### config.mk
export PLATFORM = sky130hd
export DESIGN_NAME = lph_mod_unit
export DESIGN_NICKNAME = d
export VERILOG_FILES = /design/src/hw/rtl/lph_pkg.sv /design/src/hw/rtl/lph_mod_unit.sv
export SDC_FILE = /design/constraint.sdc
export NUM_CORES = 1
export LEC_CHECK = 0
export BUFFER_PORTS_ARGS = -buffer_cell sky130_fd_sc_hd__buf_2
export CORE_MARGIN = 2
export CORE_UTILIZATION = 42
export CTS_BUF_LIST = sky130_fd_sc_hd__clkbuf_8
export DETAILED_ROUTE_END_ITERATION = 8
export GPL_ROUTABILITY_DRIVEN = 0
export PLACE_DENSITY_LB_ADDON = 0.05
export REMOVE_ABC_BUFFERS = 1
export SLEW_MARGIN = 40
export SYNTH_ARGS = -nofsm -noshare
export SYNTH_HDL_FRONTEND = slang
export SYNTH_SLANG_ARGS = --single-unit
### constraint.sdc
create_clock -name clk -period 6.15 [get_ports clk]
set_clock_uncertainty 0.05 [all_clocks]
set_input_delay 0.3075 -clock clk [delete_from_list [all_inputs] [get_ports clk]]
set_output_delay 0.3075 -clock clk [all_outputs]
set_load 0.05 [all_outputs]
### src/hw/rtl/lph_pkg.sv
// Shared types, codes and sizes for the linear-probe hash lookup core.
// No dependencies; imported by lph_mod_unit and the top level.
package lph_pkg;

  localparam int MAX_BUCKETS = 1024;
  localparam int MAX_OBJECTS = 4096;
  localparam int SLOT_W      = $clog2(MAX_BUCKETS);
  localparam int BCNT_W      = 11;
  localparam int OLIM_W      = 13;
  localparam int KEY_W       = 32;
  localparam int OIDX_W      = 32;
  localparam int FIDX_W      = 12;
  localparam int CFG_W       = 13;
  localparam int ENTRY_W     = KEY_W + OIDX_W;

  localparam logic [1:0] ST_FOUND    = 2'd0;
  localparam logic [1:0] ST_NOTFOUND = 2'd1;
  localparam logic [1:0] ST_BADCFG   = 2'd2;
  localparam logic [1:0] ST_WRITTEN  = 2'd3;

  localparam logic [1:0] CFG_BUCKET_COUNT = 2'd0;
  localparam logic [1:0] CFG_OBJECT_LIMIT = 2'd1;
  localparam logic [1:0] CFG_RANGE_MODE   = 2'd2;

  localparam logic REQ_WRITE  = 1'b0;
  localparam logic REQ_LOOKUP = 1'b1;

  typedef enum logic [2:0] {
    S_CLEAR,
    S_IDLE,
    S_MOD,
    S_RD,
    S_CMP
  } lph_state_t;

  typedef struct packed {
    logic              go;
    logic [KEY_W-1:0]  dividend;
    logic [BCNT_W-1:0] divisor;
  } lph_mod_req_t;

  typedef struct packed {
    logic              done;
    logic [BCNT_W-1:0] rem;
  } lph_mod_rsp_t;

endpackage

### src/hw/rtl/lph_mod_unit.sv
// Restoring remainder unit: 32-bit dividend by an 11-bit divisor, one bit a cycle.
// Depends on lph_pkg.
module lph_mod_unit (
  input  logic                 clk,
  input  logic                 rst_n,
  input  lph_pkg::lph_mod_req_t req,
  output lph_pkg::lph_mod_rsp_t rsp
);
  import lph_pkg::*;

  localparam int CNT_W = $clog2(KEY_W);

  logic              run_r, run_nxt;
  logic              done_r, done_nxt;
  logic [CNT_W-1:0]  cnt_r, cnt_nxt;
  logic [KEY_W-1:0]  dvd_r, dvd_nxt;
  logic [BCNT_W-1:0] dsr_r, dsr_nxt;
  logic [BCNT_W-1:0] rem_r, rem_nxt;
  logic [BCNT_W:0]   trial;

  always_comb begin
    run_nxt  = run_r;
    done_nxt = 1'b0;
    cnt_nxt  = cnt_r;
    dvd_nxt  = dvd_r;
    dsr_nxt  = dsr_r;
    rem_nxt  = rem_r;
    trial    = {rem_r, dvd_r[KEY_W-1]};
    if (req.go) begin
      run_nxt = 1'b1;
      cnt_nxt = '0;
      dvd_nxt = req.dividend;
      dsr_nxt = req.divisor;
      rem_nxt = '0;
    end else if (run_r) begin
      // remainder stays below the divisor, so it fits back into BCNT_W bits
      if (trial >= {1'b0, dsr_r}) begin
        rem_nxt = BCNT_W'(trial - {1'b0, dsr_r});
      end else begin
        rem_nxt = trial[BCNT_W-1:0];
      end
      dvd_nxt = {dvd_r[KEY_W-2:0], 1'b0};
      cnt_nxt = cnt_r + 1'b1;
      if (cnt_r == CNT_W'(KEY_W - 1)) begin
        run_nxt  = 1'b0;
        done_nxt = 1'b1;
      end
    end
  end

  always_ff @(posedge clk) begin
    if (!rst_n) begin
      run_r  <= 1'b0;
      done_r <= 1'b0;
      cnt_r  <= '0;
    end else begin
      run_r  <= run_nxt;
      done_r <= done_nxt;
      cnt_r  <= cnt_nxt;
    end
    dvd_r <= dvd_nxt;
    dsr_r <= dsr_nxt;
    rem_r <= rem_nxt;
  end

  assign rsp.done = done_r;
  assign rsp.rem  = rem_r;

endmodule

==> reports/summary.txt, run 1 <==
Largest stage delay, worst path = 0.42 ns
final hold vios = 0
RSZ-0062 raised after global routing = no
Hold-fix buffers, CTS = 0
DP Area = 0.003382 mm^2
WP data arrival = 3.00 ns
first-pass GRT wire length = 9749 um
clk buf depth = 2
total CTS buffers = 9
Buffers on Ports = 57
drt first-iter violations = 77
Peak Freq = 358.0 MHz
layout cell share with drive strength beyond 1 = 35.78%
final wirelength = 5637 um
post-CTS setup buffer count = 0
Post-Synthesis Cells = 245
P_leak = 0.001531 uW
All-Layer GR Usage = 16.42%
Max rail drop VDD = 130.7 uV
Worst-Skew Late Latency = 0.34 ns
pwr dens = 282.6 mW/mm^2
I/O Pins = 58
post_cts resized = 0
fin area = 0.003607 mm^2
iteration count of the initial detailed-routing pass = 4
met3 routed WL = 360 um
kind of critical path = reg2reg
Tmin final = 2.793 ns
largest net degree at the start of global routing = 51
Worst EP required = 6.35 ns
clk slew on worst S/H paths = 0.07 ns
TritonCTS clock tree = built
final worst-path cycle share = 45.41%
Initial Util = 43.66%
cell family with most CP delay = simple AND/OR/NAND/NOR gates
Vias = 2035
Startpoint Class = flop
dpl hpwl = 3937 um
Core Util, Final = 52.51%
CTS Sinks = 61
WL per Instance = 13.78 um
Yosys reg bits = 61
GRT Residual Overflow = 0
Via density = 4.976
max layer used = met4
# Max-Cap Violations = 0
commonest non-fill, non-tap cell in the layout = buf_2
Buf/Inv on CP = 1
register area share after synthesis = 55.07%
area grow syn2layout = 20.28%
Finish-stage setup viols = 0
min-delay worst type = in2reg
crit path max-delay cell type = or3b_1
chip height = 88.51 um
vias in the first global route = 2123
crit path max fanout = 8
drc violations = 0
DR WL met2 = 2613 um
final layout net count = 368
Worst-Margin Slew = 0.7593 ns
CP Capture Type = flop
core area = 0.006869 mm^2
Synth Cell Area = 0.002999 mm^2
crit-path cells = inv_1, ha_1, fa_1, nand2b_2, o2bb2ai_2, a211o_1, and2_1, or3b_1, a311oi_2
number of diodes = 0
Slew headroom = 49.19%
setup TNS = 0 ns
library cells used by synthesis = 43
htree depth = 3
Detail Route Antenna Nets = 0
initial antenna violation count = 0
chip width = 88.51 um
root buf cell = clkbuf_8
Rows = 30
status = complete, no violations
met1 wire length = 2540 um
Mapped Avg Cell Area = 12.24 um^2
fin. max-slew vios = 0
commonest non-fill, non-tap cells in the layout = buf_2, edfxtp_1, mux2_2
die area = 0.007833 mm^2
Synthesis Warnings = 0
Filler cells = 650
==> layer usage <==
metal	global-route usage (%)	vias up
met5	0	-
met4	9.504	0
met3	4.664	9
met2	25.84	55
met1	20.21	945
li1	-	1026
==> worst reg2reg max path, delay by kind of cell, from the launching register on <==
kind	cells	cell delay, ns
flops	1	0.35
buf+inv	1	0.05
fa+ha+maj	2	0.61
compound gates	3	0.74
simple gates	3	0.91
==> power breakdown <==
group / total [uW] / switching (uW) / leakage (uW) / internal [uW]
Clock: 404 / 157 / 0.000121 / 247
Combinational: 126 / 68.2 / 0.000835 / 57.8
Sequential: 489 / 11.7 / 0.000576 / 478
Total: 1020 / 237 / 0.00153 / 783
==> Yosys cell counts <==
cell type | instances | area, um^2
clkbuf_1 | 5 | 18.77
mux2_2 | 33 | 371.6
a211o_1 | 1 | 8.760
inv_1 | 16 | 60.06
dfxtp_1 | 18 | 360.4
a211oi_1 | 2 | 15.01
and2_1 | 2 | 12.51
nand3_1 | 1 | 5.000
nand4b_1 | 1 | 8.760
and3_1 | 3 | 18.77
a311oi_2 | 1 | 15.01
o211ai_1 | 1 | 7.510
a41oi_1 | 1 | 8.760
buf_4 | 1 | 7.510
o2bb2ai_2 | 1 | 15.01
a32o_1 | 1 | 10.01
o31ai_1 | 1 | 7.510
nand2b_1 | 3 | 18.77
a22o_1 | 3 | 26.28
xor2_1 | 3 | 26.28
xnor2_1 | 4 | 35.03
fa_1 | 1 | 20.02
nand4_1 | 3 | 18.77
o2111a_1 | 1 | 11.26
nor2b_1 | 2 | 12.51
o22ai_1 | 1 | 6.260
edfxtp_1 | 43 | 1291
nor2_1 | 19 | 71.32
nand2_1 | 13 | 48.80
a21o_1 | 2 | 15.01
o21ai_0 | 14 | 70.07
o221a_2 | 1 | 11.26
or3_1 | 2 | 12.51
ha_1 | 13 | 162.7
nor3_1 | 3 | 15.01
nor3_2 | 1 | 10.01
o21a_1 | 5 | 37.54
mux2i_1 | 3 | 30.03
buf_6 | 1 | 11.26
o31a_1 | 1 | 8.760
nand2b_2 | 1 | 8.760
or3b_1 | 1 | 8.760
a21oi_1 | 12 | 60.06
==> flip-flops by register name (all words and copies together) (netlist names) <==
| signal | count |
|---|---|
| done_r | 1 |
| dsr_r | 11 |
| dvd_r | 32 |
| run_r | 1 |
| rem_r | 11 |
| cnt_r | 5 |
==> per-stage QoR <==
| stage | setup WS [ns] | power [uW] | hold slack, ns | instances |
|---|---|---|---|---|
| detailed placement | 3.395 | 625.0 | 0.4359 | 393 |
| global placement | 3.454 | 625.4 | 0.4334 | 393 |
| global route | 3.217 | 1064 | 0.07304 | 409 |
| CTS | 3.377 | 1031 | 0.07132 | 409 |
| finish | 3.357 | 1020 | 0.08624 | 409 |
| floorplan | 3.292 | 581.9 | 0.3254 | 238 |
==> layout make-up <==
type	count	area, um^2	area share, %
clock inverters	5	73.82	2.046
multi-input cells	161	1250	34.65
clock buffers	11	151.4	4.197
well taps	96	120.1	3.330
inverters	16	60.06	1.665
flip-flops and latches	61	1652	45.79
repair buffers	59	300.3	8.325
==> path summary, 6_finish.rpt <==
check	endpoint	start	cells after the start	slack (ns)
max	rem_r[6]$_SDFFE_PP0P_	dvd_r[31]$_DFFE_PP_	9	3.36
min	dsr_r[2]$_DFFE_PP_	req[2]	1	0.09
max reg2reg	rem_r[6]$_SDFFE_PP0P_	dvd_r[31]$_DFFE_PP_	9	3.36
min reg2reg	rem_r[8]$_SDFFE_PP0P_	rem_r[8]$_SDFFE_PP0P_	2	0.45
==> logic make-up (layout without fill, tap and decap cells) <==
family                   count (synthesis)  in the layout  synth area share (%)
multiplexers                            36             36                 13.39
adder cells (fa/ha/maj)                 14             14                 6.091
AO/OA/AOI/OAI                           49             49                 11.14
flip-flops                              61             61                 55.07
XOR/XNOR                                 7              7                 2.044
AND/OR/NAND/NOR                         55             55                 9.011
buffers and inverters                   23             91                 3.254
No activity file was read; power rests on OpenSTA's default activity.
==> run 2: changes to the inputs <==
==> constraint.sdc (replaced) <==
create_clock -name clk -period 2.3 [get_ports clk]
set_clock_uncertainty 0.05 [all_clocks]
set_input_delay 0.115 -clock clk [delete_from_list [all_inputs] [get_ports clk]]
set_output_delay 0.115 -clock clk [all_outputs]
set_load 0.05 [all_outputs]
==> run 2 against run 1 <==
The flow now finishes with violations (negative setup slack). Largest cell class unchanged. Clock power rose by 130%. Critical endpoint unchanged. Via count up 7.6%. Utilization is 4.5 points higher. Setup slack lost 3.4 ns. Non-clock buffer count up 35. Power grew to 2.6 times the previous value.
==> reports/summary.txt, run 2 (synthesis gave the netlist of run 1 again) <==
Buf/Inv on CP = 1 (unchanged)
DP Area = 0.003545 mm^2 (was 0.003382 mm^2)
post-place setup slack = -0.2075 ns (was 3.395 ns)
CP Capture Type = flop (unchanged)
final wirelength = 6086 um (was 5637 um)
Initial Util = 43.66% (unchanged)
status = finished, violations left (was complete, no violations)
r2r startpoint = dvd_r[31]$_DFFE_PP_ (unchanged)
kind of critical path = reg2reg (unchanged)
first-pass GRT wire length = 10330 um (was 9749 um)
Peak Freq = 419.0 MHz (was 358.0 MHz)
final layout net count = 403 (was 368)
layout cell share with drive strength beyond 1 = 40.52% (was 35.78%)
P_int = 1980 uW (was 783.0 uW)
commonest non-fill, non-tap cells in the layout = buf_2, edfxtp_1, mux2_2 (unchanged)
fin area = 0.003918 mm^2 (was 0.003607 mm^2)
pwr dens = 676.8 mW/mm^2 (was 282.6 mW/mm^2)
register share of total power = 49.2% (was 48.0%)
clk buf depth = 2 (unchanged)
fin. max-slew vios = 0 (unchanged)
Finish-stage setup viols = 4 (was 0)
Worst R2R End = rem_r[6]$_SDFFE_PP0P_ (unchanged)
Vias = 2190 (was 2035)
vias in the first global route = 2231 (was 2123)
Filler cells = 599 (was 650)
clk slew on worst S/H paths = 0.07 ns (about the same)
final worst-path cycle share = 103.8% (was 45.41%)
GRT Residual Overflow = 0 (unchanged)
worst hold stages = 2 (was 1)
Buffers on Ports = 57 (unchanged)
P_leak = 0.001684 uW (was 0.001531 uW)
WL per Instance = 13.71 um (was 13.78 um)
Rows = 30 (unchanged)
Max rail drop VDD = 456.3 uV (was 130.7 uV)
worst setup margin = -0.08654 ns (was 3.357 ns)
Startpoint Class = flop (unchanged)
number of diodes = 0 (unchanged)
die area = 0.007833 mm^2 (unchanged)
Largest stage delay, worst path = 0.38 ns (was 0.42 ns)
Slew headroom = 64.55% (was 49.19%)
TritonCTS clock tree = built (unchanged)
total CTS buffers = 9 (unchanged)
Biggest register = dvd_r (unchanged)
largest net degree at the start of global routing = 33 (was 51)
Sw Pwr = 671.3 uW (was 236.5 uW)
drt first-iter violations = 127 (was 77)
WP data arrival = 2.59 ns (was 3.00 ns)
area grow syn2layout = 30.62% (was 20.28%)
violated checks = negative setup slack
drc violations = 0 (unchanged)
Tmin final = 2.387 ns (was 2.793 ns)
All-Layer GR Usage = 17.72% (was 16.42%)
initial antenna violation count = 0 (unchanged)
Worst EP required = 2.51 ns (was 6.35 ns)
CP Launch Point = dvd_r[31]$_DFFE_PP_ (unchanged)
htree depth = 3 (unchanged)
core area = 0.006869 mm^2 (unchanged)
Detail Route Antenna Nets = 0 (unchanged)
clock group share of total power = 35.1% (was 39.6%)
final hold vios = 0 (unchanged)
# Max-Cap Violations = 0 (unchanged)
fraction of power spent switching nets = 25.32% (was 23.20%)
cell family with most CP delay = simple AND/OR/NAND/NOR gates (unchanged)
worst reg2reg path depth = 9 (unchanged)
RSZ-0062 raised after global routing = yes (was no)
crit path max fanout = 3 (was 8)
min-delay worst type = in2reg (unchanged)
Via density = 4.932 (was 4.976)
chip height = 88.51 um (unchanged)
max reg flops = 32 (unchanged)
Hold Path End = dvd_r[30]$_DFFE_PP_ (was dsr_r[2]$_DFFE_PP_)
power after layout = 2651 uW (was 1020 uW)
iteration count of the initial detailed-routing pass = 4 (unchanged)
Worst-Margin Slew = 0.5297 ns (was 0.7593 ns)
root buf cell = clkbuf_8 (unchanged)
commonest non-fill, non-tap cell in the layout = buf_2 (unchanged)
dpl hpwl = 4361 um (was 3937 um)
I/O Pins = 58 (unchanged)
Core Util, Final = 57.03% (was 52.51%)
Top Registers = dvd_r x32, dsr_r x11, rem_r x11 (unchanged)
CTS Sinks = 61 (unchanged)
Hold Crit Start = req[41] (was req[2])
Combinational Power Share = 15.7% (was 12.4%)
reg2reg setup slack = -0.09 ns (was 3.36 ns)
crit path max-delay cell type = or3b_1 (unchanged)
Worst-Skew Late Latency = 0.34 ns (about the same)
chip width = 88.51 um (unchanged)
crit-path cells = inv_1, ha_2, fa_2, nand2b_4, o2bb2ai_2, a211o_1, and2_4, or3b_1, a311oi_2 (was inv_1, ha_1, fa_1, nand2b_2, o2bb2ai_2, a211o_1, and2_1, or3b_1, a311oi_2)
## run 2: cell types whose count changed in the layout (fill, tap and decap cells not counted), moves of 2 or more
| cell | change |
|---|---|
| o21ai_1 | +3 |
| a21oi_1 | -3 |
| clkbuf_8 | -2 |
| a21oi_2 | +3 |
| buf_4 | +21 |
| dlygate4sd3_1 | +13 |
| o21ai_0 | -3 |
| clkinv_4 | +2 |
## run 2: repair_timing
action	CTS	global route
resized for setup	5	7
pin swaps	1	4
hold endpoints to repair	14	0
hold buffers	13	0
setup buffers	1	1
setup endpoints to repair	11	11
gates cloned	0	0
## run 2: worst max path at each step
stage / endpoint / slack, ns / depth (start not counted)
after CTS: rem_r[6]$_SDFFE_PP0P_ / -0.12 / 9
final: rem_r[6]$_SDFFE_PP0P_ / -0.09 / 9
after global routing: rem_r[6]$_SDFFE_PP0P_ / -0.18 / 9
after floorplan: rem_r[6]$_SDFFE_PP0P_ / -0.56 / 8
after detailed placement: rem_r[6]$_SDFFE_PP0P_ / -0.21 / 9
after global placement: rem_r[6]$_SDFFE_PP0P_ / -0.16 / 9
## run 2: metrics by stage
step	hold slack (ns)	setup TNS [ns]	std cells
floorplan	0.1329	-3.302	238
global placement	0.2414	-0.4764	413
detailed placement	0.2437	-0.8908	413
CTS	0.01020	-0.2889	443
global route	0.01132	-0.7326	444
finish	0.02422	-0.1476	444
## run 2: power by group through the flow
stage | registers (uW) | logic, uW | clock network, uW
final | 1300 | 416 | 932
after global routing | 1310 | 458 | 1010
after CTS | 1310 | 410 | 957
after detailed placement | 1330 | 383 | 0
after global placement | 1330 | 380 | 0
after floorplan | 1350 | 207 | 0
## run 2: cell type report
class	count	area [um^2]	share of cell area [%]
clock inverters	7	67.56	1.725
multi-input cells	161	1286	32.83
repair buffers	94	608.1	15.52
clock buffers	9	123.9	3.162
flip-flops and latches	61	1652	42.16
well taps	96	120.1	3.066
inverters	16	60.06	1.533
## run 2: layer usage
| metal | vias to the layer above | GRT usage [%] | routed length, um |
|---|---|---|---|
| li1 | 1103 | - | - |
| met1 | 1010 | 22.35 | 2762 |
| met2 | 63 | 27.89 | 2883 |
| met3 | 14 | 4.664 | 283 |
| met4 | 0 | 9.504 | 156 |
| met5 | - | 0 | 0 |
==> run 3: changes to the inputs <==
==> constraint.sdc (replaced) <==
create_clock -name clk -period 2.3 [get_ports clk]
set_clock_uncertainty 0.05 [all_clocks]
set_input_delay 0.115 -clock clk [delete_from_list [all_inputs] [get_ports clk]]
set_output_delay 0.115 -clock clk [all_outputs]
set_load 0.01 [all_outputs]
==> run 3 against run 2 <==
The run still ends with negative setup slack left. Register-to-register slack about the same. Utilization unchanged. Final area unchanged. Sequential power about the same. Die area unchanged. Final cell count up 0.23%. Maximum frequency down 0.48%. Critical path depth unchanged. Combinational power down 4%. Count of clock-buffer cells in the layout unchanged. Largest cell class unchanged. Largest power group unchanged. Highest routed layer unchanged.
==> reports/summary.txt, run 3 (synthesis gave the netlist of run 1 again) <==
status = finished, violations left (unchanged)
violated checks = negative setup slack (unchanged)
Rows = 30 (unchanged)
area grow syn2layout = 30.62% (unchanged)
Largest stage delay, worst path = 0.36 ns (was 0.38 ns)
Filler cells = 615 (was 599)
WL per Instance = 13.97 um (was 13.71 um)
All-Layer GR Usage = 17.82% (was 17.72%)
chip height = 88.51 um (unchanged)
Combinational Power Share = 15.4% (was 15.7%)
Worst-Margin Slew = 0.5481 ns (was 0.5297 ns)
Buffers on Ports = 57 (unchanged)
layout cell share with drive strength beyond 1 = 40.69% (was 40.52%)
final worst-path cycle share = 104.3% (was 103.8%)
Detail Route Antenna Nets = 0 (unchanged)
worst setup margin = -0.09798 ns (was -0.08654 ns)
CP Capture Type = flop (unchanged)
register share of total power = 50.3% (was 49.2%)
clk slew on worst S/H paths = 0.07 ns (about the same)
CTS Sinks = 61 (unchanged)
dpl hpwl = 4439 um (was 4361 um)
WP data arrival = 2.59 ns (about the same)
met3 Use GR = 6.530% (was 4.664%)
fin. max-slew vios = 0 (unchanged)
clock group share of total power = 34.3% (was 35.1%)
Max rail drop VDD = 401.1 uV (was 456.3 uV)
final layout net count = 405 (was 403)
Worst R2R End = rem_r[6]$_SDFFE_PP0P_ (unchanged)
vias in the first global route = 2271 (was 2231)
Worst-Skew Late Latency = 0.34 ns (about the same)
M1 GR Usage = 21.71% (was 22.35%)
core area = 0.006869 mm^2 (unchanged)
Slew headroom = 63.32% (was 64.55%)
drt first-iter violations = 61 (was 127)
P_int = 1973 uW (was 1980 uW)
DP Cell Count = 414 (was 413)
final wirelength = 6218 um (was 6086 um)
GRT Residual Overflow = 0 (unchanged)
final hold vios = 0 (unchanged)
Final Non-Filler Cells = 445 (was 444)
Sw Pwr = 620.8 uW (was 671.3 uW)
root buf cell = clkbuf_8 (unchanged)
initial antenna violation count = 0 (unchanged)
reg2reg setup slack = -0.1 ns (was -0.09 ns)
P_leak = 0.001693 uW (was 0.001684 uW)
Hold Crit Start = req[41] (unchanged)
Worst EP required = 2.50 ns (was 2.51 ns)
Top Registers = dvd_r x32, dsr_r x11, rem_r x11 (unchanged)
Tmin final = 2.398 ns (was 2.387 ns)
clk buf depth = 2 (unchanged)
first-pass GRT wire length = 10460 um (was 10330 um)
max reg flops = 32 (unchanged)
number of diodes = 0 (unchanged)
Peak Freq = 417.0 MHz (was 419.0 MHz)
largest net degree at the start of global routing = 33 (unchanged)
I/O Pins = 58 (unchanged)
fraction of power spent switching nets = 23.93% (was 25.32%)
crit-path cells = inv_1, ha_2, fa_2, nand2b_4, o2bb2ai_2, a211o_1, and2_4, or3b_1, a311oi_2 (unchanged)
commonest non-fill, non-tap cell in the layout = buf_2 (unchanged)
worst hold stages = 2 (unchanged)
min-delay worst type = in2reg (unchanged)
crit path max-delay cell type = or3b_1 (unchanged)
crit path max fanout = 3 (unchanged)
commonest non-fill, non-tap cells in the layout = buf_2, edfxtp_1, mux2_2 (unchanged)
power after layout = 2594 uW (was 2651 uW)
pwr dens = 662.2 mW/mm^2 (was 676.8 mW/mm^2)
htree depth = 3 (unchanged)
TritonCTS clock tree = built (unchanged)
kind of critical path = reg2reg (unchanged)
GR Util met2 = 29.12% (was 27.89%)
Vias = 2183 (was 2190)
iteration count of the initial detailed-routing pass = 4 (unchanged)
Buf/Inv on CP = 1 (unchanged)
drc violations = 0 (unchanged)
r2r startpoint = dvd_r[31]$_DFFE_PP_ (unchanged)
busiest grt layer = met2 (unchanged)
RSZ-0062 raised after global routing = yes (unchanged)
cell family with most CP delay = simple AND/OR/NAND/NOR gates (unchanged)
Startpoint Class = flop (unchanged)
total CTS buffers = 9 (unchanged)
Initial Util = 43.66% (unchanged)
die area = 0.007833 mm^2 (unchanged)
worst reg2reg path depth = 9 (unchanged)
Biggest register = dvd_r (unchanged)
# Max-Cap Violations = 0 (unchanged)
worst hold margin = 0.02378 ns (was 0.02422 ns)
Hold Path End = dvd_r[30]$_DFFE_PP_ (unchanged)
DP Area = 0.003552 mm^2 (was 0.003545 mm^2)
Via density = 4.906 (was 4.932)
Finish-stage setup viols = 4 (unchanged)
fin area = 0.003918 mm^2 (unchanged)
chip width = 88.51 um (unchanged)
==> run 3: cell types whose count changed in the layout (fill, tap and decap cells not counted) <==
cell and change:
o21ai_0 +2, a21oi_2 -1, a21oi_1 +1, o21ai_1 -2
clkinv_1 -1, clkinv_2 +2, clkinv_4 -2, buf_4 +2
==> run 3: stage by stage <==
stage / TNS [ns] / worst slack, ns / util [%]
2_1_floorplan: -0.6474 / -0.2498 / -
3_3_place_gp: -0.4790 / -0.1569 / 51.71
3_5_place_dp: -0.8929 / -0.2257 / 51.71
4_1_cts: -0.4014 / -0.1642 / 56.65
5_1_grt: -0.7549 / -0.1968 / 57.03
6_report: -0.1942 / -0.09798 / 57.03
==> run 3: layout make-up <==
class,instances,area (um^2),area share [%]
multi-input combinational,161,1282,32.74
sequential,61,1652,42.16
inverter,16,60.06,1.533
clock inverter,6,56.30,1.437
clock buffer,9,123.9,3.162
timing repair buffer,96,623.1,15.91
tap,96,120.1,3.066
==> run 3: worst max path at each step <==
stage                                  endpoint  cells after the start  slack (ns)                start
after floorplan           rem_r[6]$_SDFFE_PP0P_                      9       -0.25  dvd_r[31]$_DFFE_PP_
after global placement    rem_r[6]$_SDFFE_PP0P_                      9       -0.16  dvd_r[31]$_DFFE_PP_
after detailed placement  rem_r[6]$_SDFFE_PP0P_                      9       -0.23  dvd_r[31]$_DFFE_PP_
after CTS                 rem_r[6]$_SDFFE_PP0P_                      8       -0.16   dsr_r[0]$_DFFE_PP_
after global routing      rem_r[6]$_SDFFE_PP0P_                      9       -0.20  dvd_r[31]$_DFFE_PP_
final                     rem_r[6]$_SDFFE_PP0P_                      9        -0.1  dvd_r[31]$_DFFE_PP_
==> run 3: power groups by stage <==
stage               registers (uW)  clock network [uW]  logic (uW)
finish                        1300                 891         399
global route                  1310                 969         443
CTS                           1310                 933         392
detailed placement            1330                   0         364
global placement              1330                   0         359
floorplan                     1330                   0         207
==> run 3: metal layers <==
layer | vias to the layer above | wire (um)
li1 | 1102 | -
met1 | 1022 | 2827
met2 | 48 | 2957
met3 | 11 | 333
met4 | 0 | 99
met5 | - | 0
==> run 3: what timing repair did <==
item,CTS,global route
endpoints found under the setup margin,11,11
resized for setup,7,2
buffers inserted,2,2
endpoints found under the hold margin,14,0
hold buffers,13,0
pin swaps,6,7
